### config.mk
export PLATFORM = sky130hd
export DESIGN_NAME = text_terminal_escape_decoder
export DESIGN_NICKNAME = d
export VERILOG_FILES = /design/src/sv/tted_pkg.sv /design/src/sv/text_terminal_escape_decoder.sv
export SDC_FILE = /design/constraint.sdc
export NUM_CORES = 1
export LEC_CHECK = 0
export ABC_AREA = 1
export BUFFER_PORTS_ARGS = -buffer_cell sky130_fd_sc_hd__buf_2
export CAP_MARGIN = 10
export CORE_ASPECT_RATIO = 0.5
export CORE_MARGIN = 2
export CORE_UTILIZATION = 32
export CTS_CLUSTER_SIZE = 30
export DETAILED_ROUTE_END_ITERATION = 8
export GPL_ROUTABILITY_DRIVEN = 0
export GPL_TIMING_DRIVEN = 0
export PLACE_DENSITY_LB_ADDON = 0.25
export SETUP_SLACK_MARGIN = 0.3
export SYNTH_ARGS = -nofsm -noshare
export SYNTH_HDL_FRONTEND = slang
export SYNTH_SLANG_ARGS = --single-unit
### constraint.sdc
create_clock -name aclk -period 6.5 [get_ports aclk]
set_input_delay 0.975 -clock aclk [delete_from_list [all_inputs] [get_ports aclk]]
set_output_delay 0.975 -clock aclk [all_outputs]
set_load 0.01 [all_outputs]
### src/sv/tted_pkg.sv
// Shared types, codes and helpers for the text terminal escape decoder.
`timescale 1ns / 1ps

package tted_pkg;

    // Default limits of the block.
    localparam int MAX_ROWS_DEF    = 256;
    localparam int MAX_COLS_DEF    = 256;
    localparam int COLOR_COUNT_DEF = 16;

    // Reset values of the configuration registers.
    localparam logic [3:0] NORMAL_FG_RST   = 4'd0;
    localparam logic [3:0] NORMAL_BG_RST   = 4'd15;
    localparam logic [8:0] SCREEN_ROWS_RST = 9'd24;
    localparam logic [8:0] SCREEN_COLS_RST = 9'd80;

    // Result queue geometry.
    localparam int QDEPTH = 4;
    localparam int QAW    = $clog2(QDEPTH);
    localparam int QCW    = QAW + 1;

    // Byte codes the parser recognizes.
    localparam logic [7:0] CH_BEL    = 8'h07;
    localparam logic [7:0] CH_BS     = 8'h08;
    localparam logic [7:0] CH_LF     = 8'h0A;
    localparam logic [7:0] CH_CR     = 8'h0D;
    localparam logic [7:0] CH_ESC    = 8'h1B;
    localparam logic [7:0] CH_LBRACK = 8'h5B;
    localparam logic [7:0] CH_SEMI   = 8'h3B;
    localparam logic [7:0] CH_0      = 8'h30;
    localparam logic [7:0] CH_9      = 8'h39;
    localparam logic [7:0] CH_J      = 8'h4A;
    localparam logic [7:0] CH_K      = 8'h4B;
    localparam logic [7:0] CH_L      = 8'h4C;
    localparam logic [7:0] CH_H      = 8'h48;
    localparam logic [7:0] CH_R      = 8'h52;
    localparam logic [7:0] CH_V      = 8'h56;
    localparam logic [7:0] CH_LC_B   = 8'h62;
    localparam logic [7:0] CH_LC_F   = 8'h66;
    localparam logic [7:0] CH_LC_M   = 8'h6D;

    // Text mode bits.
    localparam int MODE_REVERSE_BIT = 0;
    localparam int MODE_BOLD_BIT    = 1;

    typedef enum logic [2:0] {
        PH_GROUND = 3'd0,
        PH_ESC    = 3'd1,
        PH_CSI    = 3'd2,
        PH_NUM1   = 3'd3,
        PH_NUM2   = 3'd4
    } phase_t;

    typedef enum logic [2:0] {
        CMD_GLYPH  = 3'd0,
        CMD_CLEAR  = 3'd1,
        CMD_EOL    = 3'd2,
        CMD_SCROLL = 3'd3,
        CMD_INSERT = 3'd4,
        CMD_ERROR  = 3'd5
    } cmd_t;

    typedef enum logic [1:0] {
        CFG_NORMAL_FG   = 2'd0,
        CFG_NORMAL_BG   = 2'd1,
        CFG_SCREEN_ROWS = 2'd2,
        CFG_SCREEN_COLS = 2'd3
    } cfg_idx_t;

    typedef struct packed {
        cmd_t       command;
        logic [7:0] cell_row;
        logic [7:0] cell_col;
        logic [7:0] glyph;
        logic [3:0] fore_index;
        logic [3:0] back_index;
        logic       bold_on;
        logic [7:0] region_top;
        logic [8:0] region_bottom;
        logic [7:0] region_left;
        logic [8:0] region_right;
        logic       final_result;
    } result_t;

    // Fill in the per-command part of a result that already carries the attributes.
    function automatic result_t make_result(input result_t base, input cmd_t cmd,
                                            input logic [7:0] row, input logic [7:0] col,
                                            input logic [7:0] gl);
        result_t r;
        r          = base;
        r.command  = cmd;
        r.cell_row = row;
        r.cell_col = col;
        r.glyph    = gl;
        return r;
    endfunction

    // Decimal accumulate with saturation at 255.
    function automatic logic [7:0] acc_sat(input logic [7:0] v, input logic [3:0] d);
        logic [11:0] w;
        w = ({4'b0, v} << 3) + ({4'b0, v} << 1) + {8'b0, d};
        return (w > 12'd255) ? 8'hFF : w[7:0];
    endfunction

    // Clamp a size register to 1..limit.
    function automatic logic [8:0] clamp_size(input logic [8:0] v, input logic [8:0] lim);
        logic [8:0] r;
        r = v;
        if (r == 9'd0) begin
            r = 9'd1;
        end
        if (r > lim) begin
            r = lim;
        end
        return r;
    endfunction

endpackage

### src/sv/text_terminal_escape_decoder.sv
// Top level of the text terminal escape decoder: parser, cursor state and result queue.
`timescale 1ns / 1ps

// Character-cell terminal front end. Bytes written to the terminal enter on the
// s_ channel (valid/ready), one byte per beat, with s_end_of_write marking the
// last byte of a write. Draw commands leave on the m_ channel (valid/ready),
// one command per beat, each carrying the cursor cell, the glyph byte, the
// current colors, bold and the scroll region; m_final_result marks the last
// command a byte produced. A byte yields zero, one or two commands.
// Configuration registers (default colors, screen size) are written through
// cfg_wr_en/cfg_index/cfg_wdata; the user must write them only while the block
// is idle, which the block itself does not enforce. A byte is decoded and the
// state updated in the cycle it is accepted; its commands go into a four-entry
// queue and, when the queue was empty, show on m_ from the next cycle. One byte
// is accepted per cycle as long as the queue has room for two commands; a byte
// that makes two commands takes one output beat for each, and the output
// port's one beat per cycle is the limit. When the receiver stalls the queue
// fills and s_ready drops once fewer than two entries are free. Reset is
// synchronous: the parser returns to ground, cursor and region go home, colors
// take the register defaults and the queue empties.
module text_terminal_escape_decoder #(
    parameter int MAX_ROWS    = tted_pkg::MAX_ROWS_DEF,
    parameter int MAX_COLS    = tted_pkg::MAX_COLS_DEF,
    parameter int COLOR_COUNT = tted_pkg::COLOR_COUNT_DEF
) (
    input  logic       aclk,
    input  logic       aresetn,

    input  logic       cfg_wr_en,
    input  logic [1:0] cfg_index,
    input  logic [8:0] cfg_wdata,

    input  logic       s_valid,
    output logic       s_ready,
    input  logic [7:0] s_data_byte,
    input  logic       s_end_of_write,

    output logic       m_valid,
    input  logic       m_ready,
    output logic [2:0] m_command,
    output logic [7:0] m_cell_row,
    output logic [7:0] m_cell_col,
    output logic [7:0] m_glyph,
    output logic [3:0] m_fore_index,
    output logic [3:0] m_back_index,
    output logic       m_bold_on,
    output logic [7:0] m_region_top,
    output logic [8:0] m_region_bottom,
    output logic [7:0] m_region_left,
    output logic [8:0] m_region_right,
    output logic       m_final_result
);
    import tted_pkg::*;

    localparam logic [8:0] ROWS_LIM  = 9'(MAX_ROWS);
    localparam logic [8:0] COLS_LIM  = 9'(MAX_COLS);
    localparam logic [4:0] NCOLORS   = 5'(COLOR_COUNT);
    localparam logic [8:0] ROWS_RST  = (SCREEN_ROWS_RST > 9'(MAX_ROWS)) ?
                                       9'(MAX_ROWS) : SCREEN_ROWS_RST;
    localparam logic [8:0] COLS_RST  = (SCREEN_COLS_RST > 9'(MAX_COLS)) ?
                                       9'(MAX_COLS) : SCREEN_COLS_RST;

    // Configuration registers.
    logic [3:0] normal_fg_reg, normal_bg_reg;
    logic [8:0] screen_rows_reg, screen_cols_reg;

    // Terminal state.
    phase_t     phase_reg, phase_next;
    logic [7:0] n1_reg, n1_next, n2_reg, n2_next;
    logic [7:0] row_reg, row_next, col_reg, col_next;
    logic [7:0] top_reg, top_next, left_reg, left_next;
    logic [8:0] bottom_reg, bottom_next, right_reg, right_next;
    logic [3:0] fg_reg, fg_next, bg_reg, bg_next;
    logic [1:0] mode_reg, mode_next;

    // Result queue.
    result_t          queue_mem [QDEPTH];
    logic [QAW-1:0]   wr_ptr_reg, rd_ptr_reg;
    logic [QCW-1:0]   count_reg;

    // Decode outputs.
    result_t    base, res0, res1;
    logic [1:0] res_cnt;
    logic       accept, pop;
    logic       is_digit, do_ground;
    logic [3:0] digit_val;
    logic [8:0] rows_eff, cols_eff, lim, span_end, span_m1, col_p1, row_p1;
    logic [3:0] fg_t, bg_t;
    result_t    head;

    assign accept = s_valid && s_ready;
    assign pop    = m_valid && m_ready;
    assign s_ready = (count_reg <= QCW'(QDEPTH - 2));
    assign m_valid = (count_reg != '0);

    assign rows_eff = clamp_size(screen_rows_reg, ROWS_LIM);
    assign cols_eff = clamp_size(screen_cols_reg, COLS_LIM);

    always_comb begin
        base               = '0;
        base.fore_index    = fg_reg;
        base.back_index    = bg_reg;
        base.bold_on       = mode_reg[MODE_BOLD_BIT];
        base.region_top    = top_reg;
        base.region_bottom = bottom_reg;
        base.region_left   = left_reg;
        base.region_right  = right_reg;

        phase_next  = phase_reg;
        n1_next     = n1_reg;
        n2_next     = n2_reg;
        row_next    = row_reg;
        col_next    = col_reg;
        top_next    = top_reg;
        bottom_next = bottom_reg;
        left_next   = left_reg;
        right_next  = right_reg;
        fg_next     = fg_reg;
        bg_next     = bg_reg;
        mode_next   = mode_reg;
        res0        = base;
        res1        = base;
        res_cnt     = 2'd0;
        do_ground   = 1'b0;
        lim         = '0;
        span_end    = '0;
        span_m1     = '0;
        fg_t        = fg_reg;
        bg_t        = bg_reg;

        is_digit  = (s_data_byte >= CH_0) && (s_data_byte <= CH_9);
        digit_val = s_data_byte[3:0];
        col_p1    = {1'b0, col_reg} + 9'd1;
        row_p1    = {1'b0, row_reg} + 9'd1;

        case (phase_reg)
            PH_ESC: begin
                if (s_data_byte == CH_LBRACK) begin
                    phase_next = s_end_of_write ? PH_GROUND : PH_CSI;
                end else begin
                    do_ground = 1'b1;
                end
            end
            PH_CSI: begin
                phase_next = PH_GROUND;
                if (s_data_byte == CH_J) begin
                    row_next = '0;
                    col_next = '0;
                    res0     = make_result(base, CMD_CLEAR, 8'd0, 8'd0, 8'd0);
                    res_cnt  = 2'd1;
                end else if (s_data_byte == CH_K) begin
                    res0    = make_result(base, CMD_EOL, row_reg, col_reg, 8'd0);
                    res_cnt = 2'd1;
                end else if (s_data_byte == CH_L) begin
                    res0    = make_result(base, CMD_INSERT, row_reg, col_reg, 8'd0);
                    res_cnt = 2'd1;
                end else if (is_digit && !s_end_of_write) begin
                    n1_next    = {4'b0, digit_val};
                    n2_next    = '0;
                    phase_next = PH_NUM1;
                end else begin
                    res0    = make_result(base, CMD_ERROR, row_reg, col_reg, 8'd0);
                    res_cnt = 2'd1;
                end
            end
            PH_NUM1, PH_NUM2: begin
                if (is_digit || (s_data_byte == CH_SEMI && phase_reg == PH_NUM1)) begin
                    if (s_end_of_write) begin
                        phase_next = PH_GROUND;
                        res0       = make_result(base, CMD_ERROR, row_reg, col_reg, 8'd0);
                        res_cnt    = 2'd1;
                    end else if (s_data_byte == CH_SEMI) begin
                        phase_next = PH_NUM2;
                        n2_next    = '0;
                    end else if (phase_reg == PH_NUM1) begin
                        n1_next = acc_sat(n1_reg, digit_val);
                    end else begin
                        n2_next = acc_sat(n2_reg, digit_val);
                    end
                end else begin
                    // The final byte of a numbered sequence.
                    phase_next = PH_GROUND;
                    case (s_data_byte)
                        CH_LC_B: begin
                            if ({1'b0, n1_reg} < {4'b0, NCOLORS}) begin
                                bg_next = n1_reg[3:0];
                            end
                        end
                        CH_LC_F: begin
                            if ({1'b0, n1_reg} < {4'b0, NCOLORS}) begin
                                fg_next = n1_reg[3:0];
                            end
                        end
                        CH_H: begin
                            lim      = rows_eff - 9'd1;
                            row_next = ({1'b0, n1_reg} > lim) ? lim[7:0] : n1_reg;
                            lim      = cols_eff - 9'd1;
                            col_next = ({1'b0, n2_reg} > lim) ? lim[7:0] : n2_reg;
                        end
                        CH_LC_M: begin
                            // A change of the reverse bit swaps the colors first.
                            if (mode_reg[MODE_REVERSE_BIT] != n1_reg[MODE_REVERSE_BIT]) begin
                                fg_t = bg_reg;
                                bg_t = fg_reg;
                            end
                            if (n1_reg == 8'd0) begin
                                if ({1'b0, normal_bg_reg} < NCOLORS) begin
                                    bg_t = normal_bg_reg;
                                end
                                if ({1'b0, normal_fg_reg} < NCOLORS) begin
                                    fg_t = normal_fg_reg;
                                end
                            end
                            fg_next   = fg_t;
                            bg_next   = bg_t;
                            mode_next = n1_reg[1:0];
                        end
                        CH_R: begin
                            span_end    = {1'b0, n2_reg} + 9'd1;
                            span_end    = (span_end > rows_eff) ? rows_eff : span_end;
                            span_m1     = span_end - 9'd1;
                            bottom_next = span_end;
                            top_next    = ({1'b0, n1_reg} > span_m1) ? span_m1[7:0] : n1_reg;
                        end
                        CH_V: begin
                            span_end   = {1'b0, n2_reg} + 9'd1;
                            span_end   = (span_end > cols_eff) ? cols_eff : span_end;
                            span_m1    = span_end - 9'd1;
                            right_next = span_end;
                            left_next  = ({1'b0, n1_reg} > span_m1) ? span_m1[7:0] : n1_reg;
                        end
                        default: begin
                            res0    = make_result(base, CMD_ERROR, row_reg, col_reg, 8'd0);
                            res_cnt = 2'd1;
                        end
                    endcase
                end
            end
            default: begin
                do_ground = 1'b1;
            end
        endcase

        if (do_ground) begin
            phase_next = PH_GROUND;
            case (s_data_byte)
                CH_BEL: begin
                end
                CH_BS: begin
                    if (col_reg > left_reg) begin
                        col_next = col_reg - 8'd1;
                    end else if (row_reg > top_reg) begin
                        span_m1  = right_reg - 9'd1;
                        row_next = row_reg - 8'd1;
                        col_next = span_m1[7:0];
                    end
                end
                CH_LF: begin
                    col_next = left_reg;
                    if (row_p1 >= bottom_reg) begin
                        span_m1  = bottom_reg - 9'd1;
                        row_next = span_m1[7:0];
                        res0     = make_result(base, CMD_SCROLL, span_m1[7:0], left_reg, 8'd0);
                        res_cnt  = 2'd1;
                    end else begin
                        row_next = row_p1[7:0];
                    end
                end
                CH_CR: begin
                    col_next = left_reg;
                end
                CH_ESC: begin
                    phase_next = s_end_of_write ? PH_GROUND : PH_ESC;
                end
                default: begin
                    // Bytes at or right of the region's right edge are dropped.
                    if ({1'b0, col_reg} < right_reg) begin
                        res0    = make_result(base, CMD_GLYPH, row_reg, col_reg, s_data_byte);
                        res_cnt = 2'd1;
                        if (col_p1 >= right_reg) begin
                            col_next = left_reg;
                            if (row_p1 == bottom_reg) begin
                                res1    = make_result(base, CMD_SCROLL, row_reg, left_reg, 8'd0);
                                res_cnt = 2'd2;
                            end else if (row_reg != 8'hFF) begin
                                row_next = row_p1[7:0];
                            end
                        end else begin
                            col_next = col_p1[7:0];
                        end
                    end
                end
            endcase
        end

        res0.final_result = (res_cnt == 2'd1);
        res1.final_result = 1'b1;
    end

    // Configuration registers.
    always_ff @(posedge aclk) begin
        if (!aresetn) begin
            normal_fg_reg   <= NORMAL_FG_RST;
            normal_bg_reg   <= NORMAL_BG_RST;
            screen_rows_reg <= SCREEN_ROWS_RST;
            screen_cols_reg <= SCREEN_COLS_RST;
        end else if (cfg_wr_en) begin
            case (cfg_idx_t'(cfg_index))
                CFG_NORMAL_FG:   normal_fg_reg   <= cfg_wdata[3:0];
                CFG_NORMAL_BG:   normal_bg_reg   <= cfg_wdata[3:0];
                CFG_SCREEN_ROWS: screen_rows_reg <= cfg_wdata;
                CFG_SCREEN_COLS: screen_cols_reg <= cfg_wdata;
                default: begin
                end
            endcase
        end
    end

    // Terminal state, updated when a byte is accepted.
    always_ff @(posedge aclk) begin
        if (!aresetn) begin
            phase_reg  <= PH_GROUND;
            n1_reg     <= '0;
            n2_reg     <= '0;
            row_reg    <= '0;
            col_reg    <= '0;
            top_reg    <= '0;
            bottom_reg <= ROWS_RST;
            left_reg   <= '0;
            right_reg  <= COLS_RST;
            fg_reg     <= NORMAL_FG_RST;
            bg_reg     <= NORMAL_BG_RST;
            mode_reg   <= '0;
        end else if (accept) begin
            phase_reg  <= phase_next;
            n1_reg     <= n1_next;
            n2_reg     <= n2_next;
            row_reg    <= row_next;
            col_reg    <= col_next;
            top_reg    <= top_next;
            bottom_reg <= bottom_next;
            left_reg   <= left_next;
            right_reg  <= right_next;
            fg_reg     <= fg_next;
            bg_reg     <= bg_next;
            mode_reg   <= mode_next;
        end
    end

    // Result queue control.
    always_ff @(posedge aclk) begin
        if (!aresetn) begin
            wr_ptr_reg <= '0;
            rd_ptr_reg <= '0;
            count_reg  <= '0;
        end else begin
            if (accept) begin
                wr_ptr_reg <= wr_ptr_reg + QAW'(res_cnt);
            end
            if (pop) begin
                rd_ptr_reg <= rd_ptr_reg + QAW'(1);
            end
            count_reg <= count_reg + (accept ? QCW'(res_cnt) : QCW'(0)) - QCW'(pop);
        end
    end

    // Result queue storage.
    always_ff @(posedge aclk) begin
        if (accept && res_cnt != 2'd0) begin
            queue_mem[wr_ptr_reg] <= res0;
        end
        if (accept && res_cnt == 2'd2) begin
            queue_mem[wr_ptr_reg + QAW'(1)] <= res1;
        end
    end

    assign head = queue_mem[rd_ptr_reg];

    assign m_command       = head.command;
    assign m_cell_row      = head.cell_row;
    assign m_cell_col      = head.cell_col;
    assign m_glyph         = head.glyph;
    assign m_fore_index    = head.fore_index;
    assign m_back_index    = head.back_index;
    assign m_bold_on       = head.bold_on;
    assign m_region_top    = head.region_top;
    assign m_region_bottom = head.region_bottom;
    assign m_region_left   = head.region_left;
    assign m_region_right  = head.region_right;
    assign m_final_result  = head.final_result;

endmodule

==> metrics.txt, run 1 <==
status finished clean; Remaining DRCs 0; fin area 27070 um2; Max Slew Vio Count 0; CP bufs+invs 6; P_sw around 3100 uW; largest net degree at the start of global routing 56; Die X 390.6 um; switching share of total power 0.3801; Fin Setup TNS 0 ps; clock root buffer clkbuf_16; Arrival @ worst endpoint 6060 ps; max_cap viols 0; synthesized instance count around 3000; FFs w/ async S/R, synth 0; Clock Latency Late Sink around 610 ps; combinational cell fraction of total power 0.327; mapped cell area 23920 um2; drt initial violations approximately 2200; Worst slew margin 0.3667; flops & latches, synth about 400; WL final slightly below 90000 um; highest-count cells in the layout ignoring fill and taps nor2_1 (554), nand2_1 (507), o21ai_0 (393); Clock transition at path regs 60 ps; fin crit share 0.8943; Worst IR Drop VDD approximately 0.17 mV; Worst Path Max Fanout between 50 and 60; pwr/cell area about 300 nW/um2; P&R area growth vs syn 13.18%; IO buf count 96; clock tree sinks 398; Yosys cell types between 50 and 60; Least-Margin Pin Slew approximately 950 ps; Num CTS Buffers 42; Fmax roughly 170 MHz; worst-case clock buffer depth 3; dpl hpwl roughly 65000 um; clock share of power 0.288; num rows 70; number of flops mapped to enable cells by yosys 244; Filler cells about 7600; Setup crit end kind flip-flop; CP Class reg2reg; Synth Area per Inst approximately 7.8 um2; DR WL/cell slightly above 20 um; Largest Register queue_mem; die area slightly below 80000 um2; Detailed Routing Iterations Pass 1 8; Critical Path Most Common Cell nand2_1; vias in the first global route 21630; fin crit period slightly below 6000 ps; layout cells sized above 1 0.07404; Die Ht slightly below 200 um; Sequential Power Share 0.385; CP cell instances clkinvlp_4 > nor3_1 > nand3_1 > nor3_1 > xor2_1 > inv_1 > ha_1 > nand2_1 > nor2_1 > nand2_1 > o211ai_1 > nand2_1 > nor2_1 > inv_1 > a21oi_4 > nand2_1 > nand2_2 > nor2_2 > buf_4 > inv_4 > buf_16; grt total ovfl 0; Hold Slack approximately 470 ps; Ys Warns 0; Cell Area, Placed between 20000 and 30000 um2; final hold viol count 0; max FFs per register 284; P_int about 5100 uW; worst hold-check path type reg2reg; Nets between 3000 and 4000; sequential element share of the synthesized area 0.4353; initial antenna violation count 0; H-tree depth 2; Vias/cell around 5.3; Worst setup SP type flip-flop; Main synth FF type edfxtp_1; gr usage total 0.2246; most common cell after layout, fill and taps aside nor2_1; CTS hold repair buffers 0; Final Skew ~28 ps; I/O Pins around 100; Max stage delay on crit path roughly 530 ps; vias ~23000; Design Power 8209 uW; CP top delay family simple AND/OR/NAND/NOR gates; final setup violation count 0; Final ANT Viol Nets 0; worst path required time slightly below 7000 ps; CTS tree yes; Crit-path slowest cell dfxtp_1; Core Box Area 73480 um2; P_leak around 0.011 uW; Initial Util 0.3255; first-pass GRT wire length around 130000 um; Mapped Nets roughly 3200; RSZ-0062 raised after global routing false
## power groups by stage
stage,logic [uW],registers (uW),clock network [uW]
after CTS,2660,3160,2390
after global placement,2610,3220,0
final,2680,3160,2360
after global routing,2930,3190,2490
after detailed placement,2640,3210,0
after floorplan,1600,3160,0
## cell type report
| cell class | instances | area (um2) | share of cell area |
|---|---|---|---|
| Inverter | 305 | 1162 | 0.04294 |
| Timing Repair Buffer | 102 | 588.1 | 0.02172 |
| Multi-Input combinational cell | 2234 | 11760 | 0.4342 |
| Sequential cell | 398 | 10410 | 0.3846 |
| Tap cell | 972 | 1216 | 0.04493 |
| Clock buffer | 66 | 1202 | 0.04442 |
| Buffer | 139 | 631.9 | 0.02334 |
| Antenna cell | 1 | 2.502 | 0.00009244 |
| Clock inverter | 11 | 100.1 | 0.003698 |
## synth_stat cells, drive strengths merged, types with 21 or more instances
master  number  share of area
dfxtp      154           0.13
nand4       21         0.0055
inv        288          0.045
nor3        61          0.013
o22ai       78          0.020
clkbuf     104          0.016
a21oi      161          0.035
nand2      513          0.082
o21ai      419          0.088
nor2       564          0.090
nand3       98          0.021
edfxtp     244           0.31
buf         35          0.010
ha         137          0.072
xor2        55          0.020
## per-layer routing
layer | share of wire | vias to the layer above | GRT usage
met5 | 0 | - | 0
met4 | 0.031 | 0 | 0.07450
met3 | 0.078 | 162 | 0.03230
met2 | 0.46 | 946 | 0.3656
met1 | 0.44 | 10770 | 0.3067
li1 | - | 10720 | -
## per-stage QoR
step,cells,setup WS [ps],util
detailed placement,4149,121.3,0.3501
floorplan,3076,1128,-
CTS,4227,345.4,0.3679
global placement,4144,-1662,0.3486
global route,4227,347.9,0.3683
finish,4228,687.3,0.3684
## path summary, 6_finish.rpt
path	startpoint	endpoint	slack (ps)	cells past startpoint
worst min-delay path	normal_bg_reg[1]	normal_bg_reg[1]	470	2
worst max-delay path	row_reg[1]	queue_mem[0][20]	690	21
worst max register to register	row_reg[1]	queue_mem[0][20]	690	21
worst min register to register	normal_bg_reg[1]	normal_bg_reg[1]	470	2
## worst reg2reg max path: cells and delay by family, from the launching register on
family | cells | cell delay [ps]
flip-flops | 1 | 530
AND/OR/NAND/NOR | 11 | 2140
AO/OA/AOI/OAI | 2 | 620
adder cells (fa/ha/maj) | 1 | 340
buffers and inverters | 6 | 1410
XOR/XNOR | 1 | 380
## repair_timing
| action | 4_1_cts | 5_1_grt |
|---|---|---|
| setup endpoints to repair | 177 | 138 |
| buffers inserted | 1 | 0 |
| resized for setup | 1 | 13 |
| pin swaps | 1 | 0 |
## cell families (layout without fill, tap and decap cells)
kind of cell,Yosys count,count (layout),synth area share
AO/OA/AOI/OAI,742,742,0.1707
flip-flops,398,398,0.4353
buffers and inverters,444,623,0.07423
XOR/XNOR,69,69,0.02527
other,0,1,0
AND/OR/NAND/NOR,1281,1281,0.2187
adder cells (fa/ha/maj),142,142,0.07586
Power figures use the tool's default switching activity.
==> run 2, diff against run 1 <==
--- a/config.mk
+++ b/config.mk
@@ -5,12 +5,12 @@
 export SDC_FILE = /design/constraint.sdc
 export NUM_CORES = 1
 export LEC_CHECK = 0
-export ABC_AREA = 1
+export ABC_AREA = 0
 export BUFFER_PORTS_ARGS = -buffer_cell sky130_fd_sc_hd__buf_2
 export CAP_MARGIN = 10
 export CORE_ASPECT_RATIO = 0.5
 export CORE_MARGIN = 2
-export CORE_UTILIZATION = 32
+export CORE_UTILIZATION = 50
 export CTS_CLUSTER_SIZE = 30
 export DETAILED_ROUTE_END_ITERATION = 8
 export GPL_ROUTABILITY_DRIVEN = 0
==> run 2 against run 1 <==
Synthesized cell count is 24% lower. Combinational power is 17% lower. Worst setup slack worse by 150 ps.
==> metrics.txt, run 2 <==
Worst IR Drop VDD 0.2249 mV (was 0.1698 mV); gr usage total 0.3033 (was 0.2246); Clock Latency Late Sink 550 ps (was 610 ps); FFs w/ async S/R, synth 0 (unchanged); Worst slew margin 0.2556 (was 0.3667); most frequent cell after synthesis edfxtp_1 (was nor2_1); num rows 56 (was 70); CTS tree yes (unchanged); fin crit period 5959 ps (was 5813 ps); Ys Warns 0 (unchanged); flops & latches, synth 398 (unchanged); first-pass GRT wire length 114100 um (was 132300 um); Fin Setup TNS 0 ps (unchanged); highest-count cells in the layout ignoring fill and taps edfxtp_1 (244), nand2_1 (202), a21oi_1 (160) (was nor2_1 (554), nand2_1 (507), o21ai_0 (393)); WL final 75950 um (was 87830 um); Die X 312.3 um (was 390.6 um); mapped cell area 23760 um2 (was 23920 um2); vias 20100 (was 22590); Filler cells 4013 (was 7639); P_leak 0.009808 uW (was 0.01104 uW); pwr/cell area 285.9 nW/um2 (was 303.3 nW/um2); final setup violation count 0 (unchanged); clock root buffer clkbuf_16 (unchanged); Remaining DRCs 0 (unchanged); vias in the first global route 18670 (was 21630); status finished clean (unchanged); Yosys cell types 93 (was 54); P&R area growth vs syn 11.99% (was 13.18%); CP Class reg2reg (unchanged); I/O Pins 98 (unchanged); CTS hold repair buffers 0 (unchanged); max_cap viols 0 (unchanged); initial antenna violation count 3 (was 0); worst path required time 6950 ps (was 6750 ps); final hold viol count 0 (unchanged); Clock transition at path regs 70 ps (was 60 ps); Final Skew 27.77 ps (was 27.80 ps); Die Ht 158.2 um (was 197.3 um); Design Power 7609 uW (was 8209 uW); RSZ-0062 raised after global routing false (unchanged); Multi-input gate area 12550 um2 (was 11760 um2); Least-Margin Pin Slew 1108 ps (was 949.9 ps); Mapped Nets 2508 (was 3243); fin crit share 0.9168 (was 0.8943); grt total ovfl 0 (unchanged); number of flops mapped to enable cells by yosys 244 (unchanged); Final ANT Viol Nets 0 (unchanged); Fmax 167.8 MHz (was 172.0 MHz); Hold Slack 463.4 ps (was 465.4 ps); clock tree sinks 398 (unchanged); Nets 2653 (was 3389); Core Box Area 46880 um2 (was 73480 um2); Initial Util 0.5070 (was 0.3255); most common cell after layout, fill and taps aside edfxtp_1 (was nor2_1); Worst setup SP type flip-flop (unchanged); sequential element share of the synthesized area 0.4381 (was 0.4353); top cell type's share of synthesized area 0.3083 (was 0.3064); Arrival @ worst endpoint 6400 ps (was 6060 ps); Max Slew Vio Count 0 (unchanged); Synth Area per Inst 10.15 um2 (was 7.775 um2); synthesized instance count 2341 (was 3076); largest net degree at the start of global routing 71 (was 56); Detailed Routing Iterations Pass 1 7 (was 8); Worst Path Max Fanout 10 (was 54); Area contributors post-synth edfxtp_1 (31%), dfxtp_1 (13%), ha_1 (7.2%) (was edfxtp_1 (31%), dfxtp_1 (13%), nor2_1 (8.7%)); Num CTS Buffers 38 (was 42); synth cell count leaders edfxtp_1 (244), nand2_1 (203), a21oi_1 (163) (was nor2_1 (555), nand2_1 (507), o21ai_0 (396)); dpl hpwl 55980 um (was 64500 um); die area 49390 um2 (was 77080 um2); layout cells sized above 1 0.1484 (was 0.07404); worst-case clock buffer depth 3 (unchanged); IO buf count 93 (was 96); H-tree depth 2 (unchanged); Setup crit end kind flip-flop (unchanged); drt initial violations 2893 (was 2232); worst hold-check path type reg2reg (unchanged); Vias/cell 6.370 (was 5.343); Largest Register queue_mem (unchanged); max FFs per register 284 (unchanged); Main synth FF type edfxtp_1 (unchanged); Synth area leader edfxtp_1 (unchanged); DR WL/cell 24.07 um (was 20.77 um); Reg area 10420 um2 (was 10410 um2)
## run 2: cell types whose count changed after synthesis, moves of 55 or more
| cell | previous run | this run |
|---|---|---|
| nor2_1 | 555 | 154 |
| and2_1 | 2 | 126 |
| mux4_2 | 0 | 71 |
| o22ai_1 | 78 | 23 |
| nand2_1 | 507 | 203 |
| inv_1 | 273 | 86 |
| o21ai_0 | 396 | 111 |
## run 2: timing repair
action | CTS | global route
pin swaps | 0 | 2
buffers inserted | 2 | 6
gates resized for setup | 31 | 25
setup endpoints to repair | 16 | 16
## run 2: logic make-up after synthesis
group | synth area share
buffers and inverters | 0.04128
xor gates and xnor gates | 0.02543
adders and majority gates | 0.07634
DFF | 0.4381
AOI/OAI and AO/OA | 0.1653
muxes | 0.08219
and+or+nand+nor | 0.1714
## run 2: layout make-up
type                    count  share of cell area
diodes                      3           0.0002821
plain buffers             144             0.02487
clock buffers              59             0.04245
clock inverters             9            0.004137
inverters                  91             0.01283
multi-input cells        1708              0.4715
flip-flops and latches    398              0.3917
well taps                 638             0.02999
repair buffers            105             0.02228
## run 2: metal layers
metal | part of all wire | global-route usage | wire, um
met3 | 0.12 | 0.07519 | 9185
met4 | 0.022 | 0.07761 | 1705
met5 | 0 | 0 | 0
met2 | 0.42 | 0.4488 | 32110
met1 | 0.43 | 0.4432 | 32950
## run 2: report_power, final
part	switching [uW]	leakage [uW]	internal, uW
logic	1330	0.00552	892
clock network	995	0.000608	1280
registers	123	0.00368	2980
total	2450	0.00981	5160
## run 2: worst max-delay path, stage by stage, from the launching register on
cell      delay (ps)
dfxtp_2          370
clkbuf_4         210
nand3_2          140
o31a_1           370
nor2_4           140
inv_1            100
ha_1             300
a21o_1           170
a21oi_2          210
or3b_4           450
nand2_4          140
clkbuf_4         210
nor2_1            80
a21oi_2          220
ha_4             210
nand2_1           60
mux2_2           290
a22oi_2          220
ha_1             280
nand4_1          110
or2_2            130
nand3_1           70
o21a_1           200
or3_1            410
mux2i_4          230
or4b_1           460
o311ai_1         100
## run 2: per-stage QoR
| stage | setup WS, ps | std cells | instance area, um2 | utilization |
|---|---|---|---|---|
| finish | 540.6 | 3155 | 26610 | 0.5678 |
| global route | 300.5 | 3155 | 26610 | 0.5678 |
| global placement | -853.6 | 3072 | 25030 | 0.5339 |
| detailed placement | -887.4 | 3074 | 25090 | 0.5352 |
| floorplan | 465.6 | 2341 | 23760 | - |
| CTS | 317.7 | 3144 | 26450 | 0.5643 |
## run 2: final timing paths
check,startpoint,endpoint,slack (ps),cells past startpoint
setup / recovery,n2_reg[4],left_reg[6],540,26
hold / removal,queue_mem[0][51],queue_mem[0][51],460,2
setup reg to reg,n2_reg[4],left_reg[6],540,26
hold reg to reg,queue_mem[0][51],queue_mem[0][51],460,2
